--- config.mk ---
export PLATFORM = sky130hd
export DESIGN_NAME = crc16_packet_deframer_top
export DESIGN_NICKNAME = d
export VERILOG_FILES = /design/src/sv/c16df_pkg.sv /design/src/sv/crc16_packet_deframer_top.sv /design/src/sv/c16df_core.sv
export SDC_FILE = /design/constraint.sdc
export NUM_CORES = 1
export LEC_CHECK = 0
export ABC_AREA = 1
export BUFFER_PORTS_ARGS = -buffer_cell sky130_fd_sc_hd__buf_2
export CAP_MARGIN = 20
export CORE_MARGIN = 3
export CORE_UTILIZATION = 30
export CTS_CLUSTER_SIZE = 20
export DETAILED_ROUTE_END_ITERATION = 16
export GPL_TIMING_DRIVEN = 0
export PLACE_DENSITY = 0.45
export REMOVE_ABC_BUFFERS = 1
export SKIP_CTS_REPAIR_TIMING = 1
export SLEW_MARGIN = 20
export SYNTH_ARGS = -nofsm -noshare
export SYNTH_HDL_FRONTEND = slang
export SYNTH_HIERARCHICAL = 1
export SYNTH_SLANG_ARGS = --single-unit
--- constraint.sdc ---
create_clock -name clk_i -period 6.7 [get_ports clk_i]
set_clock_uncertainty 0.1 [all_clocks]
set_input_delay 1.34 -clock clk_i [delete_from_list [all_inputs] [get_ports clk_i]]
set_output_delay 1.34 -clock clk_i [all_outputs]
set_load 0.02 [all_outputs]
--- src/sv/c16df_pkg.sv ---
package c16df_pkg;

  // register indexes of the configuration port
  localparam int unsigned CfgIdxW = 2;
  localparam logic [CfgIdxW-1:0] CfgSofFirst  = 2'd0;
  localparam logic [CfgIdxW-1:0] CfgSofSecond = 2'd1;
  localparam logic [CfgIdxW-1:0] CfgCrcSeed   = 2'd2;
  localparam int unsigned CfgDataW = 16;

  // reset values of the registers
  localparam logic [7:0]  SofFirstRst  = 8'hAA;
  localparam logic [7:0]  SofSecondRst = 8'h55;
  localparam logic [15:0] CrcSeedRst   = 16'hFFFF;

  // crc-16, msb first
  localparam logic [15:0] CrcPoly = 16'h1021;
  localparam logic [15:0] CrcTop  = 16'h8000;

  // header is version, type, flags, two sequence bytes, two length bytes
  localparam logic [15:0] HeaderLast = 16'd6;

  // result kinds
  localparam logic [1:0] KindPayload = 2'd0;
  localparam logic [1:0] KindCrcGood = 2'd1;
  localparam logic [1:0] KindCrcBad  = 2'd2;

  // configuration write from the port
  typedef struct packed {
    logic                we;
    logic [CfgIdxW-1:0]  idx;
    logic [CfgDataW-1:0] data;
  } cfg_wr_t;

  // one result item
  typedef struct packed {
    logic [1:0]  kind;
    logic [7:0]  payload_byte;
    logic [7:0]  version;
    logic [7:0]  frame_type;
    logic [7:0]  frame_flags;
    logic [15:0] sequence_res;
    logic [15:0] payload_length;
    logic [15:0] received_crc;
    logic [31:0] frame_bytes;
  } result_t;

  // one byte through the crc register
  function automatic logic [15:0] crc_update(input logic [15:0] crc, input logic [7:0] b);
    logic [15:0] c;
    c = crc ^ {b, 8'h00};
    for (int k = 0; k < 8; k++) begin
      if ((c & CrcTop) != 16'h0000) begin
        c = {c[14:0], 1'b0} ^ CrcPoly;
      end else begin
        c = {c[14:0], 1'b0};
      end
    end
    return c;
  endfunction

endpackage

--- src/sv/crc16_packet_deframer_top.sv ---
// Byte-stream deframer: hunts for the two start-of-frame markers, captures the
// seven-byte header, passes each payload byte out as an item and ends each frame
// with one item carrying the header, the trailer CRC, a good/bad CRC verdict
// (CRC-16 0x1021, msb first, seeded from crc_seed) and the count of bytes
// consumed since the last frame end. One byte is taken every cycle unless
// in_stall_o is set; a byte is held in an input register, parsed combinationally
// (bytewise CRC plus phase update) and its result, if any, goes to the output
// register. Output stall backs up into in_stall_o only when the output register
// is full and not being taken. Configuration writes apply immediately.
module crc16_packet_deframer_top
  import c16df_pkg::*;
(
  input  logic                clk_i,
  input  logic                rst_ni,
  input  logic                cfg_we_i,
  input  logic [CfgIdxW-1:0]  cfg_idx_i,
  input  logic [CfgDataW-1:0] cfg_wdata_i,
  input  logic                in_valid_i,
  output logic                in_stall_o,
  input  logic [7:0]          rx_byte_i,
  output logic                out_valid_o,
  input  logic                out_stall_i,
  output logic [1:0]          kind_o,
  output logic [7:0]          payload_byte_o,
  output logic [7:0]          version_o,
  output logic [7:0]          frame_type_o,
  output logic [7:0]          frame_flags_o,
  output logic [15:0]         sequence_res_o,
  output logic [15:0]         payload_length_o,
  output logic [15:0]         received_crc_o,
  output logic [31:0]         frame_bytes_o
);

  logic       in_vld_q;
  logic [7:0] in_byte_q;
  logic       out_vld_q;
  result_t    out_q;

  logic       step;
  logic       accept;
  logic       res_valid;
  result_t    res;
  cfg_wr_t    cfg_wr;

  // flow control
  assign step       = in_vld_q && (!out_vld_q || !out_stall_i);
  assign in_stall_o = in_vld_q && !step;
  assign accept     = in_valid_i && !in_stall_o;

  assign cfg_wr = '{we: cfg_we_i, idx: cfg_idx_i, data: cfg_wdata_i};

  // input register
  always_ff @(posedge clk_i or negedge rst_ni) begin
    if (!rst_ni) begin
      in_vld_q <= 1'b0;
    end else if (accept) begin
      in_vld_q <= 1'b1;
    end else if (step) begin
      in_vld_q <= 1'b0;
    end
  end

  always_ff @(posedge clk_i) begin
    if (accept) in_byte_q <= rx_byte_i;
  end

  c16df_core u_core (
    .clk_i       (clk_i),
    .rst_ni      (rst_ni),
    .cfg_i       (cfg_wr),
    .step_i      (step),
    .byte_i      (in_byte_q),
    .res_valid_o (res_valid),
    .res_o       (res)
  );

  // output register
  always_ff @(posedge clk_i or negedge rst_ni) begin
    if (!rst_ni) begin
      out_vld_q <= 1'b0;
    end else if (step) begin
      out_vld_q <= res_valid;
    end else if (!out_stall_i) begin
      out_vld_q <= 1'b0;
    end
  end

  always_ff @(posedge clk_i) begin
    if (step && res_valid) out_q <= res;
  end

  assign out_valid_o      = out_vld_q;
  assign kind_o           = out_q.kind;
  assign payload_byte_o   = out_q.payload_byte;
  assign version_o        = out_q.version;
  assign frame_type_o     = out_q.frame_type;
  assign frame_flags_o    = out_q.frame_flags;
  assign sequence_res_o   = out_q.sequence_res;
  assign payload_length_o = out_q.payload_length;
  assign received_crc_o   = out_q.received_crc;
  assign frame_bytes_o    = out_q.frame_bytes;

endmodule

--- src/sv/c16df_core.sv ---
module c16df_core
  import c16df_pkg::*;
(
  input  logic       clk_i,
  input  logic       rst_ni,
  input  cfg_wr_t    cfg_i,
  input  logic       step_i,
  input  logic [7:0] byte_i,
  output logic       res_valid_o,
  output result_t    res_o
);

  typedef enum logic [2:0] {
    PhHunt1,
    PhHunt2,
    PhHeader,
    PhPayload,
    PhCrcHi,
    PhCrcLo
  } phase_e;

  logic [7:0]  sof_first_q, sof_second_q;
  logic [15:0] crc_seed_q;

  phase_e      phase_q, phase_d;
  logic [15:0] pos_q, pos_d;
  logic [15:0] crc_q, crc_d;
  logic [7:0]  version_q, version_d;
  logic [7:0]  type_q, type_d;
  logic [7:0]  flags_q, flags_d;
  logic [15:0] seq_q, seq_d;
  logic [15:0] len_q, len_d;
  logic [7:0]  crc_hi_q, crc_hi_d;
  logic [31:0] seen_q, seen_d;

  logic [15:0] crc_next;
  logic [15:0] pos_inc;
  logic [31:0] seen_inc;
  logic [15:0] rx_crc;

  assign crc_next = crc_update(crc_q, byte_i);
  assign pos_inc  = pos_q + 16'd1;
  assign seen_inc = (seen_q == 32'hFFFF_FFFF) ? seen_q : seen_q + 32'd1;
  assign rx_crc   = {crc_hi_q, byte_i};

  // configuration registers
  always_ff @(posedge clk_i or negedge rst_ni) begin
    if (!rst_ni) begin
      sof_first_q  <= SofFirstRst;
      sof_second_q <= SofSecondRst;
      crc_seed_q   <= CrcSeedRst;
    end else if (cfg_i.we) begin
      case (cfg_i.idx)
        CfgSofFirst:  sof_first_q  <= cfg_i.data[7:0];
        CfgSofSecond: sof_second_q <= cfg_i.data[7:0];
        CfgCrcSeed:   crc_seed_q   <= cfg_i.data;
        default: ;
      endcase
    end
  end

  // parse one byte
  always_comb begin
    phase_d     = phase_q;
    pos_d       = pos_q;
    crc_d       = crc_q;
    version_d   = version_q;
    type_d      = type_q;
    flags_d     = flags_q;
    seq_d       = seq_q;
    len_d       = len_q;
    crc_hi_d    = crc_hi_q;
    seen_d      = seen_inc;
    res_valid_o = 1'b0;
    res_o       = '{kind: KindPayload, payload_byte: 8'h00, version: version_q,
                    frame_type: type_q, frame_flags: flags_q, sequence_res: seq_q,
                    payload_length: len_q, received_crc: 16'h0000,
                    frame_bytes: 32'h0000_0000};
    case (phase_q)
      PhHunt1: begin
        if (byte_i == sof_first_q) phase_d = PhHunt2;
      end
      PhHunt2: begin
        // second marker wins when both markers are equal
        if (byte_i == sof_second_q) begin
          phase_d = PhHeader;
          pos_d   = 16'd0;
          crc_d   = crc_seed_q;
        end else if (byte_i != sof_first_q) begin
          phase_d = PhHunt1;
        end
      end
      PhHeader: begin
        crc_d = crc_next;
        case (pos_q[2:0])
          3'd0:    version_d = byte_i;
          3'd1:    type_d    = byte_i;
          3'd2:    flags_d   = byte_i;
          3'd3:    seq_d     = {byte_i, 8'h00};
          3'd4:    seq_d     = {seq_q[15:8], byte_i};
          3'd5:    len_d     = {byte_i, 8'h00};
          default: len_d     = {len_q[15:8], byte_i};
        endcase
        pos_d = pos_inc;
        if (pos_q >= HeaderLast) begin
          pos_d   = 16'd0;
          phase_d = (len_d == 16'd0) ? PhCrcHi : PhPayload;
        end
      end
      PhPayload: begin
        crc_d = crc_next;
        pos_d = pos_inc;
        if (pos_inc == len_q) phase_d = PhCrcHi;
        res_valid_o        = 1'b1;
        res_o.payload_byte = byte_i;
      end
      PhCrcHi: begin
        crc_hi_d = byte_i;
        phase_d  = PhCrcLo;
      end
      PhCrcLo: begin
        res_valid_o        = 1'b1;
        res_o.kind         = (rx_crc == crc_q) ? KindCrcGood : KindCrcBad;
        res_o.received_crc = rx_crc;
        res_o.frame_bytes  = seen_inc;
        seen_d             = 32'h0000_0000;
        pos_d              = 16'd0;
        phase_d            = PhHunt1;
      end
      default: phase_d = PhHunt1;
    endcase
  end

  // parse state
  always_ff @(posedge clk_i or negedge rst_ni) begin
    if (!rst_ni) begin
      phase_q   <= PhHunt1;
      pos_q     <= 16'd0;
      crc_q     <= 16'd0;
      version_q <= 8'd0;
      type_q    <= 8'd0;
      flags_q   <= 8'd0;
      seq_q     <= 16'd0;
      len_q     <= 16'd0;
      crc_hi_q  <= 8'd0;
      seen_q    <= 32'd0;
    end else if (step_i) begin
      phase_q   <= phase_d;
      pos_q     <= pos_d;
      crc_q     <= crc_d;
      version_q <= version_d;
      type_q    <= type_d;
      flags_q   <= flags_d;
      seq_q     <= seq_d;
      len_q     <= len_d;
      crc_hi_q  <= crc_hi_d;
      seen_q    <= seen_d;
    end
  end

endmodule
==> flow_summary.yaml, run 1 <==
finish:
  areaGrowthSynthToFinish_pct: 18.6
  fin_nets: 1590
  fin_area_mm2: 0.0158
  diodes: 0
  drive_above_1_share_pct: 17.7
cts:
  path_clk_slew_ns: 0.06
  cts_buffers: 35
  clock-sinks: 287
  cts_root_buf: "clkbuf_16"
  cts_tree: "done"
  cts_buffer_depth: 3
  htreeDepth: 2
  insertion_delay_ns: 0.54
detailed_routing:
  vias: 10000
  drt-pass1-iter-count: 5
  drc: 0
  post_drt_wl_per_cell_um: 17.0
  first_iter_violations: 607
  vias_per_cell: 4.62
  ant_nets: 0
  wl_mm: 36.9
die:
  boundaryPins: 147
  initial_core_util_pct: 30.7
  die_x_um: 217
  fp.dieH_um: 217
  rows: 76
  core_region_area_mm2: 0.0435
  fp.dieArea_mm2: 0.0470
hold_path:
  min-delay-path-class: "flop to flop"
  hold_end: "sequence_res_o[2]"
  worstHoldStart: "u_core/seq_q[2]"
  hold_depth: 0
sta:
  period_share_pct: 60.3
  drv_slew: 0
  setup_violations: 0
  fin_crit_ns: 4.04
  grt_setup_unrepaired: "false"
  hold_viol_final: 0
  setup_slack_ns: 2.66
  slew_headroom_pct: 40.3
  final.setup.tns_ns: 0
  worst_pin_slew_ns: 0.892
  clock.fmax_mhz: 248
logic_synthesis:
  syn_area_mm2: 0.0133
  synth_top_area_share_pct: 27.5
  synth.most_common_cell: "nand2_1"
  synth_area_leaders: "edfxtp_1 28%, dfrtp_1 26%, nand2_1 9.2%, dfstp_2 4.7%, nor2_1 4.3%"
  synth.avg_cell_area_um2: 9.44
  yosys.area.top_type: "edfxtp_1"
  synth.distinct_cells: 45
  synth_edf_count: 122
  ys_warn_count: 6
  synth_flop_cell: "dfrtp_1"
  async_reset_ff_share_pct: 57.5
  syn_inst: 1411
  ys_seq_area_share_pct: 58.7
  synth_common_cells: "328 x nand2_1, 152 x nor2_1, 141 x dfrtp_1"
  synth-seq-cells: 287
placed_design:
  dp_hpwl_mm: 25.5
  preCtsSetupSlack_ns: 2.08
  portBuffers: 146
  place_area_mm2: 0.0147
  place_congestion: 0.848
global_route:
  track_usage_pct: 15.6
  grt_pass1_wl_mm: 57.2
  grt_max_degree: 84
  antenna_found_initial: 0
  grt_overflow_total: 0
  grt_pass1_vias: 9661
worst_setup_path:
  worstReg2RegEnd: "u_core/type_q[0]"
  r2r_slack_ns: 3.13
  endpoint_kind: "flop"
  critPathMaxFanout: 31
  arrival_ns: 4.32
  cp.required_ns: 6.98
  start_kind: "input pin"
  criticalPathCategory: "input pin to flop"
  reg2reg_from: "out_valid_o"
  r2r_cells: 8
pwr:
  vdd_drop_max_v: 0.000147
  powerDensity_mw_per_mm2: 313
  leakagePower_nw: 6.39
outcome:
  status: "finished clean"
run:
  max_cap_violations: 0
registers in the layout, indices dropped and copies added, names as in the netlist, 16 cells and up:
name               flops
frame_bytes_o         32
u_core/seen_q         32
payload_length_o      16
received_crc_o        16
sequence_res_o        16
u_core/crc_q          16
u_core/crc_seed_q     16
u_core/len_q          16
u_core/pos_q          16
u_core/seq_q          16
worst max-delay path, stage by stage:
cell     delay (ns)
buf_2          0.11
nand2_1        0.07
nand2_1        0.10
inv_2          0.52
inv_1          0.38
nor2_4         0.64
inv_2          0.37
nor2_2         0.60
a21oi_1        0.15
worst max path at each step:
stage,start,end,depth (start not counted)
3_5_place_dp,out_stall_i,u_core/type_q[0],9
3_3_place_gp,u_core/phase_q[2],payload_length_o[1],6
4_1_cts,out_stall_i,u_core/type_q[0],9
6_report,out_stall_i,u_core/type_q[0],9
2_1_floorplan,u_core/phase_q[2],frame_bytes_o[0],6
5_1_grt,out_stall_i,u_core/flags_q[1],10
metal layers:
metal  global-route usage, %  vias up  share of wire (%)
li1                        -     4951                  -
met1                    23.2     4778                 51
met2                    23.3      229                 43
met3                    3.13       48                4.8
met4                    3.70        0                1.8
met5                       0        -                  0
power by group:
part / total (mW) / internal, mW / switching [mW] / leakage [nW]
combinational: 0.879 / 0.329 / 0.550 / 2.87
sequential: 2.24 / 2.05 / 0.188 / 2.98
clock: 1.83 / 1.09 / 0.742 / 0.544
stage by stage:
| step | instances | hold slack, ns | util, % | power [mW] |
|---|---|---|---|---|
| after floorplan | 1363 | 0.319 | - | 2.87 |
| after detailed placement | 2101 | 0.330 | 33.8 | 3.15 |
| final | 2165 | 0.342 | 36.4 | 4.94 |
| after CTS | 2165 | 0.344 | 36.4 | 5.02 |
| after global routing | 2165 | 0.352 | 36.4 | 5.24 |
| after global placement | 2094 | 0.325 | 33.4 | 3.14 |
placed cells by master (no fill, tap or decap), types with 4 or more instances in the layout:
cell and n:
o22ai_1 27, xor2_1 31, mux2_2 4, clkinv_1 5
clkbuf_16 36, dfstp_2 24, nand4_1 23, nor2_2 8
dfrtp_1 141, nor3_1 21, nor4_1 6, xnor2_1 45
nand2_2 7, buf_2 145, nand2_1 328, inv_2 9
inv_1 136, edfxtp_1 122, clkbuf_1 11, nor2_1 151
o21ai_1 8, ha_1 6, clkbuf_8 5, clkinv_2 5
o21ai_0 110, nor2_4 6, nand3_1 63, a21oi_1 57
cell families (layout without fill, tap and decap cells):
logic type / Yosys count / count (layout) / synth area share (%)
simple gates: 629 / 629 / 20.4
mux: 5 / 5 / 0.413
compound gates: 211 / 211 / 8.46
buf+inv: 196 / 365 / 6.24
fa+ha+maj: 6 / 6 / 0.564
flops: 287 / 287 / 58.7
xor+xnor: 77 / 77 / 5.18
final cells by class:
cell class,count,area [µm²]
fill,4496,27700
sequential,287,7820
multi-input combinational,928,4680
clock buffer,52,1010
timing repair buffer,153,898
tap,585,732
inverter,148,559
clock inverter,12,98.8
No activity file was read; power rests on OpenSTA's default activity.
==> run 2, diff against run 1 <==
--- a/config.mk
+++ b/config.mk
@@ -5,7 +5,7 @@
 export SDC_FILE = /design/constraint.sdc
 export NUM_CORES = 1
 export LEC_CHECK = 0
-export ABC_AREA = 1
+export ABC_AREA = 0
 export BUFFER_PORTS_ARGS = -buffer_cell sky130_fd_sc_hd__buf_2
 export CAP_MARGIN = 20
 export CORE_MARGIN = 3
@@ -13,7 +13,7 @@
 export CTS_CLUSTER_SIZE = 20
 export DETAILED_ROUTE_END_ITERATION = 16
 export GPL_TIMING_DRIVEN = 0
-export PLACE_DENSITY = 0.45
+export PLACE_DENSITY = 0.44
 export REMOVE_ABC_BUFFERS = 1
 export SKIP_CTS_REPAIR_TIMING = 1
 export SLEW_MARGIN = 20
==> constraint.sdc (replaced) <==
create_clock -name clk_i -period 3.9 [get_ports clk_i]
set_clock_uncertainty 0.1 [all_clocks]
set_input_delay 0.78 -clock clk_i [delete_from_list [all_inputs] [get_ports clk_i]]
set_output_delay 0.78 -clock clk_i [all_outputs]
set_load 0.02 [all_outputs]
==> run 2 against run 1 <==
Effect of this change: worst setup slack got worse by 2.4 ns; total power is 73% higher; synthesized area shrank 3.4%; critical path depth decreased by 1; synthesized cell count is 24% lower; combinational power is 52% higher; worst hold slack worse by 0.33 ns; final cell count down 18%.
==> flow_summary.yaml, run 2 <==
pwr:
  p_int_mw: 6.16
  swShare_pct: 27.9
  pwr-share-comb_pct: 15.6
  seqPwrFrac_pct: 45.8
  powerDensity_mw_per_mm2: 551
  power.share.clock_pct: 38.6
  vdd_drop_max_v: 0.000291
  p_switching_mw: 2.39
  leakagePower_nw: 6.49
worst_setup_path:
  crit_path_max_incr_delay_ns: 0.81
  endpoint_kind: "flop"
  criticalPathCategory: "flop to flop"
  critPathMaxFanout: 23
  worstReg2RegEnd: "frame_bytes_o[20]"
  arrival_ns: 3.74
  r2r_cells: 8
  reg2reg_from: "u_core/phase_q[0]"
  start_kind: "flop"
  cp-startpoint: "u_core/phase_q[0]"
  worstPathCellList: "nor2b_2 -> nand2_2 -> nand2_1 -> nand2_1 -> a21oi_4 -> buf_16 -> buf_16 -> buf_12"
  r2r_slack_ns: 0.29
  cp_slowest_cell: "dfrtp_1"
  setup.worst_path.end: "frame_bytes_o[20]"
  cp.required_ns: 4.03
placed_design:
  place_congestion: 0.845
  portBuffers: 146
  placed_cells: 1710
  dp_hpwl_mm: 23.3
  place_area_mm2: 0.0143
logic_synthesis:
  synthAdderAreaFrac_pct: 0.583
  synth_top_area_share_pct: 28.5
  synth.most_common_cell: "dfrtp_1"
  ys_warn_count: 6
  synth_area_leaders: "edfxtp_1 28%, dfrtp_1 27%, mux2_2 5.6%, dfstp_2 4.9%, xnor2_1 3.6%"
  synth_top_family_by_area: "simple AND/OR/NAND/NOR gates"
  yosys.area.top_type: "edfxtp_1"
  synth_flop_cell: "dfrtp_1"
  syn_area_mm2: 0.0129
  synth.distinct_cells: 60
  synth_common_cells: "141 x dfrtp_1, 122 x edfxtp_1, 89 x nand2_1"
  synth.avg_cell_area_um2: 12.0
  synthXorXnorAreaFrac_pct: 7.08
  synth_compound_area_share_pct: 9.29
  ys_seq_area_share_pct: 60.8
  synth_edf_count: 122
  synth_mux_area_share_pct: 5.91
  synth-seq-cells: 287
  yosys.area_share.simple_pct: 14.0
  syn_inst: 1075
  async_reset_ff_share_pct: 57.5
detailed_routing:
  ant_nets: 0
  wl_mm: 35.0
  drt-pass1-iter-count: 5
  wl_met1_mm: 17.0
  wl_met3_mm: 1.44
  drc: 0
  highest_layer: "met4"
  post_drt_wl_per_cell_um: 19.7
  first_iter_violations: 660
  dr_wl_met2_mm: 15.9
  vias_per_cell: 4.98
  vias: 8838
finish:
  drive_above_1_share_pct: 26.2
  layout_commonest_cell: "buf_2"
  stdcell_count: 1773
  layout_common_cells: "145 x buf_2, 141 x dfrtp_1, 122 x edfxtp_1"
  post-route-util_pct: 36.8
  fin_area_mm2: 0.0155
  fin_nets: 1245
  areaGrowthSynthToFinish_pct: 20.5
  diodes: 0
sta:
  hold_viol_final: 0
  setup_violations: 0
  fin_crit_ns: 3.61
  slew_headroom_pct: 21.9
  worst_pin_slew_ns: 1.17
  grt_setup_unrepaired: "false"
  clock.fmax_mhz: 277
  timing.hold.ws_ns: 0.00964
  drv_slew: 0
  period_share_pct: 92.6
global_route:
  antenna_found_initial: 0
  grt_pass1_wl_mm: 53.6
  grt_overflow_total: 0
  track_usage_pct: 15.4
  grt_max_degree: 74
  grt_pass1_vias: 8692
run:
  max_cap_violations: 0
die:
  core_region_area_mm2: 0.0421
  fp.dieArea_mm2: 0.0454
  fp.dieH_um: 213
  rows: 75
  die_x_um: 213
  initial_core_util_pct: 30.6
  boundaryPins: 147
cts:
  path_clk_slew_ns: 0.06
  cts_tree: "done"
  clock-sinks: 287
  htreeDepth: 2
  cts_root_buf: "clkbuf_16"
  cts_buffers: 35
  cts_buffer_depth: 3
  insertion_delay_ns: 0.52
outcome:
  status: "finished clean"
hold_path:
  min-delay-path-class: "input pin to asynchronous set/reset pin"
[run 2: cell count changes in the layout (fill, tap and decap cells not counted), moves of 27 or more]
| cell | delta |
|---|---|
| nand2_1 | -241 |
| inv_1 | -119 |
| nor2_1 | -65 |
| mux2_2 | +60 |
| o21ai_0 | -48 |
| nand3_1 | -47 |
| a22o_1 | +31 |
| and3_1 | +31 |
| a21oi_1 | -28 |
| o22ai_1 | -27 |
[run 2: logic make-up after synthesis]
logic type | after synthesis
mux | 68
compound gates | 186
xor+xnor | 104
flops | 287
buf+inv | 78
simple gates | 346
fa+ha+maj | 6
[run 2: routing by layer]
| metal | track usage (%) | vias to the layer above |
|---|---|---|
| met3 | 2.35 | 46 |
| met2 | 23.8 | 195 |
| met5 | 0 | - |
| met1 | 22.4 | 4431 |
| li1 | - | 4166 |
| met4 | 4.79 | 0 |
[run 2: worst min path at each step]
stage          slack (ns)  cells past startpoint               end
6_report             0.01                      1  u_core/seq_q[12]
5_1_grt             0.003                      1  u_core/seq_q[12]
4_1_cts             -0.02                      1  u_core/seq_q[12]
3_5_place_dp         0.33                      0  frame_flags_o[3]
3_3_place_gp         0.32                      0  frame_flags_o[3]
2_1_floorplan        0.32                      0  frame_flags_o[0]
[run 2: final cells by class]
class,instances,area (µm²)
clock buffer,50,1020
clock inverter,13,151
fill,4084,26600
inverter,18,67.6
multi-input combinational,710,4790
sequential,287,7820
tap,539,674
timing repair buffer,156,985
[run 2: critical path, delay by kind of cell, from the launching register on]
kind                   cells  cell delay (ns)
buffers and inverters      3             0.56
flip-flops                 1             0.81
AO/OA/AOI/OAI              1             0.18
AND/OR/NAND/NOR            4             1.63
[run 2: stage by stage]
stage	setup TNS, ns	total power, mW	worst slack [ns]
2_1_floorplan	-511.55	4.83	-4.49
3_3_place_gp	-1322.27	5.28	-9.62
3_5_place_dp	-1.29	5.33	-0.119
4_1_cts	0	8.70	0.268
5_1_grt	0	9.00	0.0798
6_report	0	8.55	0.288
[run 2: power by group through the flow]
stage               Sequential, mW  Clock [mW]  Combinational, mW
floorplan                     3.87           0              0.962
CTS                           3.92        3.43               1.36
global placement              3.98           0               1.30
global route                  3.97        3.54               1.49
detailed placement            3.98           0               1.35
finish                        3.92        3.30               1.34
